**src/rtl/core/mhnn_pkg.sv**
```systemverilog
package mhnn_pkg;

  // Field widths fixed by the interface
  localparam int IDX_W          = 10;
  localparam int DIST_W         = 9;
  localparam int DBSZ_W         = 11;
  localparam int OP_W           = 2;
  localparam int WORD_BITS      = 64;
  localparam int MASK_IDX_W     = 4;
  localparam int MAX_MASK_WORDS = 16;
  localparam int LANE_CNT_W     = 7;

  // Parameter defaults
  localparam int DB_DEPTH_DEF  = 1024;
  localparam int DESC_BITS_DEF = 256;

  localparam logic [DBSZ_W-1:0] DB_SIZE_RESET = 11'd1024;

  // Operation codes
  localparam logic [OP_W-1:0] OP_LOAD  = 2'd0;
  localparam logic [OP_W-1:0] OP_MASK  = 2'd1;
  localparam logic [OP_W-1:0] OP_QUERY = 2'd2;

  typedef enum logic [3:0] {
    ST_IDLE  = 4'b0001,
    ST_SCAN  = 4'b0010,
    ST_DRAIN = 4'b0100,
    ST_DONE  = 4'b1000
  } state_t;

  // Candidate entering the distance unit
  typedef struct packed {
    logic valid;
    logic excluded;
  } cand_ctl_t;

  // 64-bit population count as an adder tree
  function automatic logic [LANE_CNT_W-1:0] popcount64(input logic [WORD_BITS-1:0] x);
    logic [1:0] l1 [32];
    logic [2:0] l2 [16];
    logic [3:0] l3 [8];
    logic [4:0] l4 [4];
    logic [5:0] l5 [2];
    for (int i = 0; i < 32; i++) l1[i] = {1'b0, x[2*i]} + {1'b0, x[2*i+1]};
    for (int i = 0; i < 16; i++) l2[i] = {1'b0, l1[2*i]} + {1'b0, l1[2*i+1]};
    for (int i = 0; i < 8; i++)  l3[i] = {1'b0, l2[2*i]} + {1'b0, l2[2*i+1]};
    for (int i = 0; i < 4; i++)  l4[i] = {1'b0, l3[2*i]} + {1'b0, l3[2*i+1]};
    for (int i = 0; i < 2; i++)  l5[i] = {1'b0, l4[2*i]} + {1'b0, l4[2*i+1]};
    return {1'b0, l5[0]} + {1'b0, l5[1]};
  endfunction

endpackage

```
**src/rtl/core/mhnn_dist_unit.sv**
```systemverilog
module mhnn_dist_unit
  import mhnn_pkg::*;
#(
  parameter int DB_DEPTH  = DB_DEPTH_DEF,
  parameter int DESC_BITS = DESC_BITS_DEF,
  localparam int AW    = $clog2(DB_DEPTH),
  localparam int LANES = (DESC_BITS + WORD_BITS - 1) / WORD_BITS
) (
  input  logic                 clk,
  input  logic                 rst_n,
  input  logic                 clear,
  input  logic [DESC_BITS-1:0] query,
  input  cand_ctl_t            cand,
  input  logic [AW-1:0]        cand_idx,
  input  logic [DESC_BITS-1:0] cand_data,
  output logic [AW-1:0]        best_idx,
  output logic [DIST_W-1:0]    best_dist,
  output logic                 found
);

  logic [DESC_BITS-1:0]       query_r;
  logic [LANES*WORD_BITS-1:0] diff_pad;
  logic [LANE_CNT_W-1:0]      lane_cnt_r [LANES];
  logic                       s1_valid_r;
  logic [AW-1:0]              s1_idx_r;
  logic [DIST_W-1:0]          cand_dist;
  logic [AW-1:0]              best_idx_r;
  logic [DIST_W-1:0]          best_dist_r;
  logic                       found_r;

  always_ff @(posedge clk) begin
    if (clear) begin
      query_r <= query;
    end
  end

  // Stage 1: XOR and per-lane popcount
  assign diff_pad = (LANES*WORD_BITS)'(query_r ^ cand_data);

  always_ff @(posedge clk) begin
    for (int l = 0; l < LANES; l++) begin
      lane_cnt_r[l] <= popcount64(diff_pad[l*WORD_BITS +: WORD_BITS]);
    end
    s1_idx_r <= cand_idx;
  end

  always_ff @(posedge clk) begin
    if (!rst_n) begin
      s1_valid_r <= 1'b0;
    end else begin
      s1_valid_r <= cand.valid && !cand.excluded;
    end
  end

  // Stage 2: sum lanes, compare and keep the first strictly better entry
  always_comb begin
    cand_dist = '0;
    for (int l = 0; l < LANES; l++) begin
      cand_dist = cand_dist + DIST_W'(lane_cnt_r[l]);
    end
  end

  always_ff @(posedge clk) begin
    if (!rst_n) begin
      found_r     <= 1'b0;
      best_idx_r  <= '0;
      best_dist_r <= DIST_W'(DESC_BITS);
    end else if (clear) begin
      found_r     <= 1'b0;
      best_idx_r  <= '0;
      best_dist_r <= DIST_W'(DESC_BITS);
    end else if (s1_valid_r && (!found_r || (cand_dist < best_dist_r))) begin
      found_r     <= 1'b1;
      best_idx_r  <= s1_idx_r;
      best_dist_r <= cand_dist;
    end
  end

  assign best_idx  = best_idx_r;
  assign best_dist = best_dist_r;
  assign found     = found_r;

endmodule

```
**config.mk**
```make
export PLATFORM = sky130hd
export DESIGN_NAME = mhnn_dist_unit
export DESIGN_NICKNAME = d
export VERILOG_FILES = /design/src/rtl/core/mhnn_pkg.sv /design/src/rtl/core/mhnn_dist_unit.sv
export SDC_FILE = /design/constraint.sdc
export NUM_CORES = 1
export LEC_CHECK = 0
export BUFFER_PORTS_ARGS = -buffer_cell sky130_fd_sc_hd__clkbuf_2
export CAP_MARGIN = 20
export CORE_AREA = 5 5 211 213
export DETAILED_ROUTE_END_ITERATION = 10
export DIE_AREA = 0 0 216 218
export PLACE_DENSITY = 0.69
export SLEW_MARGIN = 40
export SYNTH_ARGS = -nofsm -noshare
export SYNTH_HDL_FRONTEND = slang
export SYNTH_SLANG_ARGS = --single-unit
```
**constraint.sdc**
```tcl
create_clock -name clk -period 6.7 [get_ports clk]
set_input_delay 0 -clock clk [delete_from_list [all_inputs] [get_ports clk]]
set_output_delay 0 -clock clk [all_outputs]
set_load 0.005 [all_outputs]
```
Word-level counts from Yosys, hierarchy flattened
Memories as Yosys holds them, arrays and structs flattened.
Index checks and enable logic that the tools add are counted.
{"block": "word_totals", "in_bits": 527, "memories": 1, "regBits": 287, "mem_bits_rw": 28, "out_inout_bits": 20}
{"name": "lane_cnt_r", "depth": 4, "word_bits": 7, "read_ports": 4, "rd_clocked_by_memory_dff": 0, "wr": 4, "line": "mhnn_dist_unit.sv:23", "rtl": "logic [LANE_CNT_W-1:0] lane_cnt_r [LANES];"}
{"block": "op_classes", "bitwise_logic": 2, "magnitude_cmp": 1, "n_reduce_logical": 6, "n_addsub": 255}
{"op": "adder 1 x 1 -> 2 bit", "n": 128}
{"op": "XOR 256 bit", "n": 1}
{"op": "adder 2 x 2 -> 3 bit", "n": 64}
{"op": "adder 3 x 3 -> 4 bit", "n": 32}
{"op": "adder 4 x 4 -> 5 bit", "n": 16}
{"op": "adder 5 x 5 -> 6 bit", "n": 8}
{"op": "adder 6 x 6 -> 7 bit", "n": 4}
{"op": "adder 8 x 7 -> 9 bit", "n": 1}
{"op": "adder 9 x 7 -> 9 bit", "n": 1}
{"op": "< comparator 9 bit", "n": 1}
{"op": "adder 7 x 7 -> 8 bit", "n": 1}
{"op": "logical AND 1 bit", "n": 2}
{"op": "logical NOT 1 bit", "n": 2}
{"op": "OR reduction 2 bit", "n": 1}
{"op": "logical OR 1 bit", "n": 1}
{"op": "NOT 1 bit", "n": 1}

Longest topological paths before layout
Gate-level depths: netlist of run 1.
{"block": "depth", "ltp_word": 7, "mapped_depth": 22, "depth_no_buf": 22}

Least setup slack after synthesis of run 1
Ideal clock, no wire load.
{"block": "synth_timing", "path_kind": "register -> register", "startpoint": "reg query_r[29]", "endpoint": "mem lane_cnt_r[0][6]", "period_less_slack_ns": 6.116, "t_arrival_ns": 5.999, "stages_incl_launch_ff": 22, "setup_slack_ns": 0.584, "cell_sequence": "edfxtp_1 -> xnor2_1 -> fa_1 -> inv_1 -> fa_1 -> inv_1 -> fa_1 -> fa_1 -> inv_1 -> fa_1 -> fa_1 -> inv_1 -> fa_1 -> fa_1 -> inv_1 -> ha_1 -> fa_1 -> a21o_1 -> a21oi_1 -> nor2b_1 -> o21ai_0 -> nand2b_1"}
{"element": "start, declared", "line": "mhnn_dist_unit.sv:21", "rtl": "logic [DESC_BITS-1:0] query_r;"}
{"element": "start signal, assigned", "line": "mhnn_dist_unit.sv:33", "rtl": "query_r <= query;"}
{"element": "end, declared", "line": "mhnn_dist_unit.sv:23"}

==> results of run 1 <==
==> metrics by stage <==
step	area (um2)	hold slack, ps	worst slack (ps)	utilization [%]
2_1_floorplan	18510	27.72	584.1	-
3_3_place_gp	21920	105.5	224.2	51.58
3_5_place_dp	21940	104.9	138.6	51.61
4_1_cts	25960	11.37	122.8	61.07
5_1_grt	26030	89.97	32.75	61.24
6_report	26030	65.12	388.2	61.25
==> worst max path at each step <==
stage,from,to,slack (ps),depth (start not counted)
4_1_cts,query_r[0],lane_cnt_r[0][6],120,19
5_1_grt,query_r[237],lane_cnt_r[3][6],30,21
2_1_floorplan,query_r[29],lane_cnt_r[0][6],580,21
3_5_place_dp,query_r[0],lane_cnt_r[0][6],140,19
3_3_place_gp,query_r[0],lane_cnt_r[0][6],220,19
6_report,query_r[3],lane_cnt_r[0][6],390,19
==> Yosys cell counts, drive strengths merged <==
cell type | instances | area share [%]
a211o | 1 | 0.047
a211oi | 2 | 0.11
a21o | 10 | 0.41
a21oi | 38 | 1.0
a221oi | 1 | 0.081
a311o | 1 | 0.054
and2 | 1 | 0.047
and3b | 1 | 0.047
buf | 5 | 0.15
clkbuf | 3 | 0.068
dfxtp | 59 | 6.4
edfxtp | 256 | 42
fa | 230 | 25
ha | 76 | 5.1
inv | 226 | 4.6
nand2 | 4 | 0.081
nand2b | 4 | 0.14
nand3 | 19 | 0.51
nand4b | 1 | 0.047
nor2 | 3 | 0.061
nor2b | 3 | 0.10
nor3 | 3 | 0.081
nor3b | 1 | 0.068
o2111ai | 1 | 0.047
o211a | 1 | 0.054
o211ai | 1 | 0.041
o21ai | 22 | 0.59
o21bai | 7 | 0.28
o221ai | 1 | 0.047
o41a | 1 | 0.11
o41ai | 1 | 0.088
or3b | 2 | 0.095
xnor2 | 111 | 5.3
xor2 | 164 | 7.8
==> worst reg2reg max path: stages, from the launching register on <==
cell and delay, ps:
edfxtp_1 380, xnor2_1 160, fa_1 610, inv_1 100, fa_1 570, fa_1 460
fa_1 480, fa_1 520, fa_1 550, inv_1 60, fa_1 500, fa_1 560
inv_1 40, ha_1 220, fa_2 350, a21o_1 190, a21oi_2 170, nor2b_1 60
o21ai_0 150, nand2b_1 70
==> final cells by class <==
class | count | area, um2 | share of cell area [%]
repair buffers | 825 | 5570 | 21.40
multi-input cells | 711 | 8761 | 33.65
clock inverters | 23 | 247.7 | 0.9516
flip-flops and latches | 315 | 8869 | 34.07
well taps | 546 | 683.2 | 2.624
clock buffers | 45 | 1050 | 4.032
inverters | 226 | 848.3 | 3.259
diodes | 2 | 5.005 | 0.01922
==> cell families after synthesis <==
kind of cell | count (synthesis)
buf+inv | 234
flops | 315
xor+xnor | 275
simple gates | 42
compound gates | 88
fa+ha+maj | 306
==> registers in the layout, indices dropped and copies added, names as in the netlist <==
name	flops
found	1
lane_cnt_r	28
query_r	256
best_dist	9
best_idx	10
s1_valid_r	1
s1_idx_r	10
==> what timing repair did <==
action	4_1_cts	5_1_grt
gates resized for setup	0	2
hold buffers	272	1
endpoints found under the setup margin	0	1
hold endpoints to repair	271	32
==> metal layers <==
metal | track usage (%) | routed length [um]
met5 | 0 | 13
met4 | 8.883 | 2176
met3 | 4.804 | 2969
met2 | 38.78 | 26660
met1 | 23.65 | 18330
==> impl_metrics.yaml, run 1 <==
run_status:
  outcome: "complete, no violations"
global_routing:
  grtUsageTotal_pct: 21.11
  antenna_found_initial: 3
  grt_max_degree: 154
  grt_pass1_vias: 14420
  grt_overflow: 0
  grt_pass1_wl_um: 76910
logic_synthesis:
  ys_seq_area_share_pct: 47.91
  synth_fa_ha_area_share_pct: 30.01
  synth_compound_area_share_pct: 2.994
  synth.area.mux_share_pct: 0
  yosysWarnings: 0
  synth.avg_cell_area_um2: 14.69
  ys_ff_latch: 315
  synth_nets: 2093
  yosysUniqueCellTypes: 38
  synth_top_family_by_area: "adder cells"
  synth_cells: 1260
  synth_xor_xnor_area_share_pct: 13.01
  syn-cell-area_um2: 18510
  yosys.area_share.simple_pct: 1.277
setup_path:
  cp-start-kind: "register"
  slowest_stage: "fa_1"
  reg2reg_from: "query_r[3]"
  worst-r2r-cell-count: 19
  cp_top_family: "adder cells"
  cp_common_cell: "fa_1"
  rrSetupSlack_ps: 390
  cp-end-kind: "register"
  worstReg2RegEnd: "lane_cnt_r[0][6]"
  arrival_ps: 6730
  path_max_fanout: 2
  crit_path_max_incr_delay_ps: 610
  worstPathCellList: "xnor2_1, fa_1, inv_1, fa_1, fa_1, fa_1, fa_1, fa_1, inv_1, fa_1, fa_1, inv_1, ha_1, fa_2, a21o_1, a21oi_2, nor2b_1, o21ai_0, nand2b_1"
  critPathBufInv: 3
  required_ps: 7120
  path_class: "register to register"
clock_network:
  cts_tree: "built"
  cts_num_sinks: 315
  cts_buffers: 38
  clk_pin_slew_ps: 60
  clk_path_buf_depth: 3
  cts_root_buf: "clkbuf_16"
  cts_setup_buffers: 0
  htree_levels: 2
  clk_latency_ps: 540
placed_design:
  dp_hpwl_um: 36300
  dpl.cell_count: 2348
  place_congestion: 0.8345
  io_buffer_count: 546
routing:
  first_pass_iters: 5
  antenna_left: 0
  drt_wl_total_um: 50150
  dr_total_vias: 12460
  drtIter0Drc: 707
  post_drt_wl_per_cell_um: 18.62
  vias_per_cell: 4.628
  drc: 0
job:
  cap_violations: 0
worst_hold_path:
  hold-path-endpoint: "lane_cnt_r[2][0]"
  hold_class: "input pin to register"
  whs_path_depth: 4
  min_from: "cand_data[132]"
finish:
  mostFrequentLayoutCells: "clkbuf_2, dlygate4sd3_1, edfxtp_1"
  syn2layout_area_growth_pct: 40.64
  final_common_cell: "clkbuf_2"
  layout-drive-gt1-share_pct: 29.18
  fin_cells: 2693
  nFillCells: 3076
  final_nets: 2950
floorplan:
  io_pins: 547
  die_area_um2: 47090
  core-area_um2: 42510
  die_h_um: 218
  fp-row-count: 76
  start_util_pct: 43.55
  die_w_um: 216
timing:
  hold_violations: 0
  setup_violations: 0
  skew_ps: 25.80
  rsz0062_at_grt: "no"
  report.final.slew_viol_count: 0
  min_period_ps: 6312
  finalSetupTns_ps: 0
  max_freq_ghz: 0.1584
  relSlewSlack_pct: 44.83
  tightest_slew_ps: 827.5
  fin_crit_sh_pct: 94.21
Power of run 1 is left out: the tool's default activity adds up to more than one toggle a clock period on the data nets, which glitch-free logic cannot reach.
==> run 2: changes to the inputs <==
--- a/config.mk
+++ b/config.mk
@@ -7,10 +7,11 @@
 export LEC_CHECK = 0
 export BUFFER_PORTS_ARGS = -buffer_cell sky130_fd_sc_hd__clkbuf_2
 export CAP_MARGIN = 20
-export CORE_AREA = 5 5 211 213
+export CORE_AREA = 5 5 209 211
 export DETAILED_ROUTE_END_ITERATION = 10
-export DIE_AREA = 0 0 216 218
-export PLACE_DENSITY = 0.69
+export DIE_AREA = 0 0 214 216
+export PLACE_DENSITY = 0.73
+export REMOVE_ABC_BUFFERS = 1
 export SLEW_MARGIN = 40
 export SYNTH_ARGS = -nofsm -noshare
 export SYNTH_HDL_FRONTEND = slang
==> constraint.sdc (replaced) <==
create_clock -name clk -period 5.25 [get_ports clk]
set_input_delay 0 -clock clk [delete_from_list [all_inputs] [get_ports clk]]
set_output_delay 0 -clock clk [all_outputs]
set_load 0.005 [all_outputs]
==> run 2 against run 1 <==
Net effect: the run now ends with hold timing, setup timing left; non-clock buffer count up 31; clock skew down 7.5 ps; setup slack worse by 1200 ps; maximum frequency up 3.8%; sequential share of layout area down 0.77 points; cell count up 1.1%; die area down 1.8%; flip-flop and latch count unchanged; cell area up 2.3%; global-route usage up 2.0 points; via count up 3.4%; largest cell class is now multi-input gates; highest routed layer unchanged.
==> impl_metrics.yaml, run 2 (synthesis results as in run 1) <==
setup_path:
  required_ps: 5680
  cp-start-kind: "register"
  rrSetupSlack_ps: -830
  path_class: "register to register"
  cp_common_cell: "fa_1"
  crit_path_max_incr_delay_ps: 570
  worstPathCellList: "xnor2_2, fa_1, inv_2, fa_1, inv_2, fa_1, inv_1, fa_2, fa_1, fa_1, inv_1, fa_2, inv_2, fa_2, ha_4, fa_2, a21o_1, a21oi_2, inv_1, a21oi_2, o21bai_1"
  cp-end-kind: "register"
  reg2reg_from: "query_r[161]"
  worstReg2RegEnd: "lane_cnt_r[2][6]"
  path_max_fanout: 2
  crit_cells: 21
  crit_path_start: "query_r[161]"
  worst-r2r-cell-count: 21
  critPathBufInv: 6
  slowest_stage: "fa_1"
  cp_top_family: "adder cells"
  arrival_ps: 6510
routing:
  dr_wl_met2_um: 28690
  vias_per_cell: 4.732
  antenna_left: 0
  dr_total_vias: 12890
  drt_wl_total_um: 53570
  post_drt_wl_per_cell_um: 19.67
  drtIter0Drc: 773
  first_pass_iters: 5
  met1_length_um: 18690
  route.met3.wl_um: 3852
  drc: 0
  top_layer: "met5"
timing:
  setup_violations: 26
  holdWs_ps: -7.236
  max_freq_ghz: 0.1645
  relSlewSlack_pct: 44.42
  rsz0062_at_grt: "yes"
  skew_ps: 18.29
  fin_crit_sh_pct: 115.8
  tightest_slew_ps: 833.6
  min_period_ps: 6079
  finalSetupTns_ps: -15140
  timing.final.ws_setup_ps: -829.5
  report.final.slew_viol_count: 0
  hold_violations: 1
global_routing:
  grt_overflow: 0
  grtUsageTotal_pct: 23.10
  antenna_found_initial: 12
  grt_pass1_vias: 15200
  grt_pass1_wl_um: 82770
  grt_max_degree: 160
clock_network:
  clk_path_buf_depth: 3
  cts_root_buf: "clkbuf_16"
  htree_levels: 2
  cts_num_sinks: 315
  cts_buffers: 38
  cts_tree: "built"
  clk_pin_slew_ps: 50
  clk_latency_ps: 540
finish:
  final_nets: 2981
  reg.largest.list: "query_r: 256 flops, lane_cnt_r: 28 flops"
  top_register: "query_r"
  largest_register_ffs: 256
  stdcell_area_um2: 26640
  layout-drive-gt1-share_pct: 33.87
  mostFrequentLayoutCells: "clkbuf_2, dlygate4sd3_1, edfxtp_1"
  final_common_cell: "clkbuf_2"
  syn2layout_area_growth_pct: 43.91
floorplan:
  fp-row-count: 75
  die_w_um: 214
  core-area_um2: 41570
  die_h_um: 216
  die_area_um2: 46220
  io_pins: 547
  start_util_pct: 44.53
worst_hold_path:
  hold-path-endpoint: "query_r[108]"
  min_from: "clear"
  whs_path_depth: 1
  hold_class: "input pin to register"
job:
  cap_violations: 0
placed_design:
  dp_hpwl_um: 37630
  dpl_cell_area_um2: 22160
  io_buffer_count: 546
  place_congestion: 0.8124
  dpl_worst_slack_ps: -1125
run_status:
  violations: "hold timing, setup timing"
  outcome: "complete, but fails checks"
==> run 2: changes by cell type in the layout (fill, tap and decap cells not counted), moves of 6 or more <==
cell	before	now
ha_4	0	6
buf_6	0	6
diode_2	2	8
xnor2_1	111	88
inv_2	0	24
buf_4	2	30
a21oi_1	37	29
ha_1	76	70
clkbuf_1	2	9
fa_2	1	22
fa_1	229	208
a21oi_2	1	9
inv_1	226	202
xnor2_2	0	22
==> run 2: area by class of cell <==
cell class	instances	area [um2]
Clock buffer	50	1049
Antenna cell	8	20.02
Tap cell	539	674.4
Multi-Input combinational cell	711	9144
Timing Repair Buffer	856	5806
Sequential cell	315	8869
Clock inverter	18	230.2
Fill cell	2899	14930
Inverter	226	848.3
==> run 2: worst max-delay path by stage <==
stage | endpoint | slack (ps)
after floorplan | lane_cnt_r[0][6] | -870
after global placement | lane_cnt_r[0][6] | -1090
after detailed placement | lane_cnt_r[0][6] | -1120
after CTS | lane_cnt_r[1][6] | -840
after global routing | lane_cnt_r[2][6] | -1050
final | lane_cnt_r[2][6] | -830
==> run 2: per-stage QoR <==
step | util, % | cells
final | 64.08 | 2723
after global routing | 64.08 | 2723
after CTS | 63.65 | 2713
after detailed placement | 53.32 | 2372
after global placement | 53.32 | 2372
after floorplan | - | 1252
==> run 2: repair_timing <==
| action | CTS | global route |
|---|---|---|
| endpoints found under the hold margin | 271 | 0 |
| pin swaps | 102 | 28 |
| endpoints found under the setup margin | 27 | 28 |
| setup buffers | 5 | 4 |
| resized for setup | 71 | 31 |
| hold buffers | 272 | 0 |
==> run 2: layer usage <==
metal	global-route usage, %	vias to the layer above
met5	0	-
met4	9.770	8
met3	6.180	151
met2	42.25	560
met1	25.46	6328
li1	-	5839
Power of run 2 is left out for the same reason.
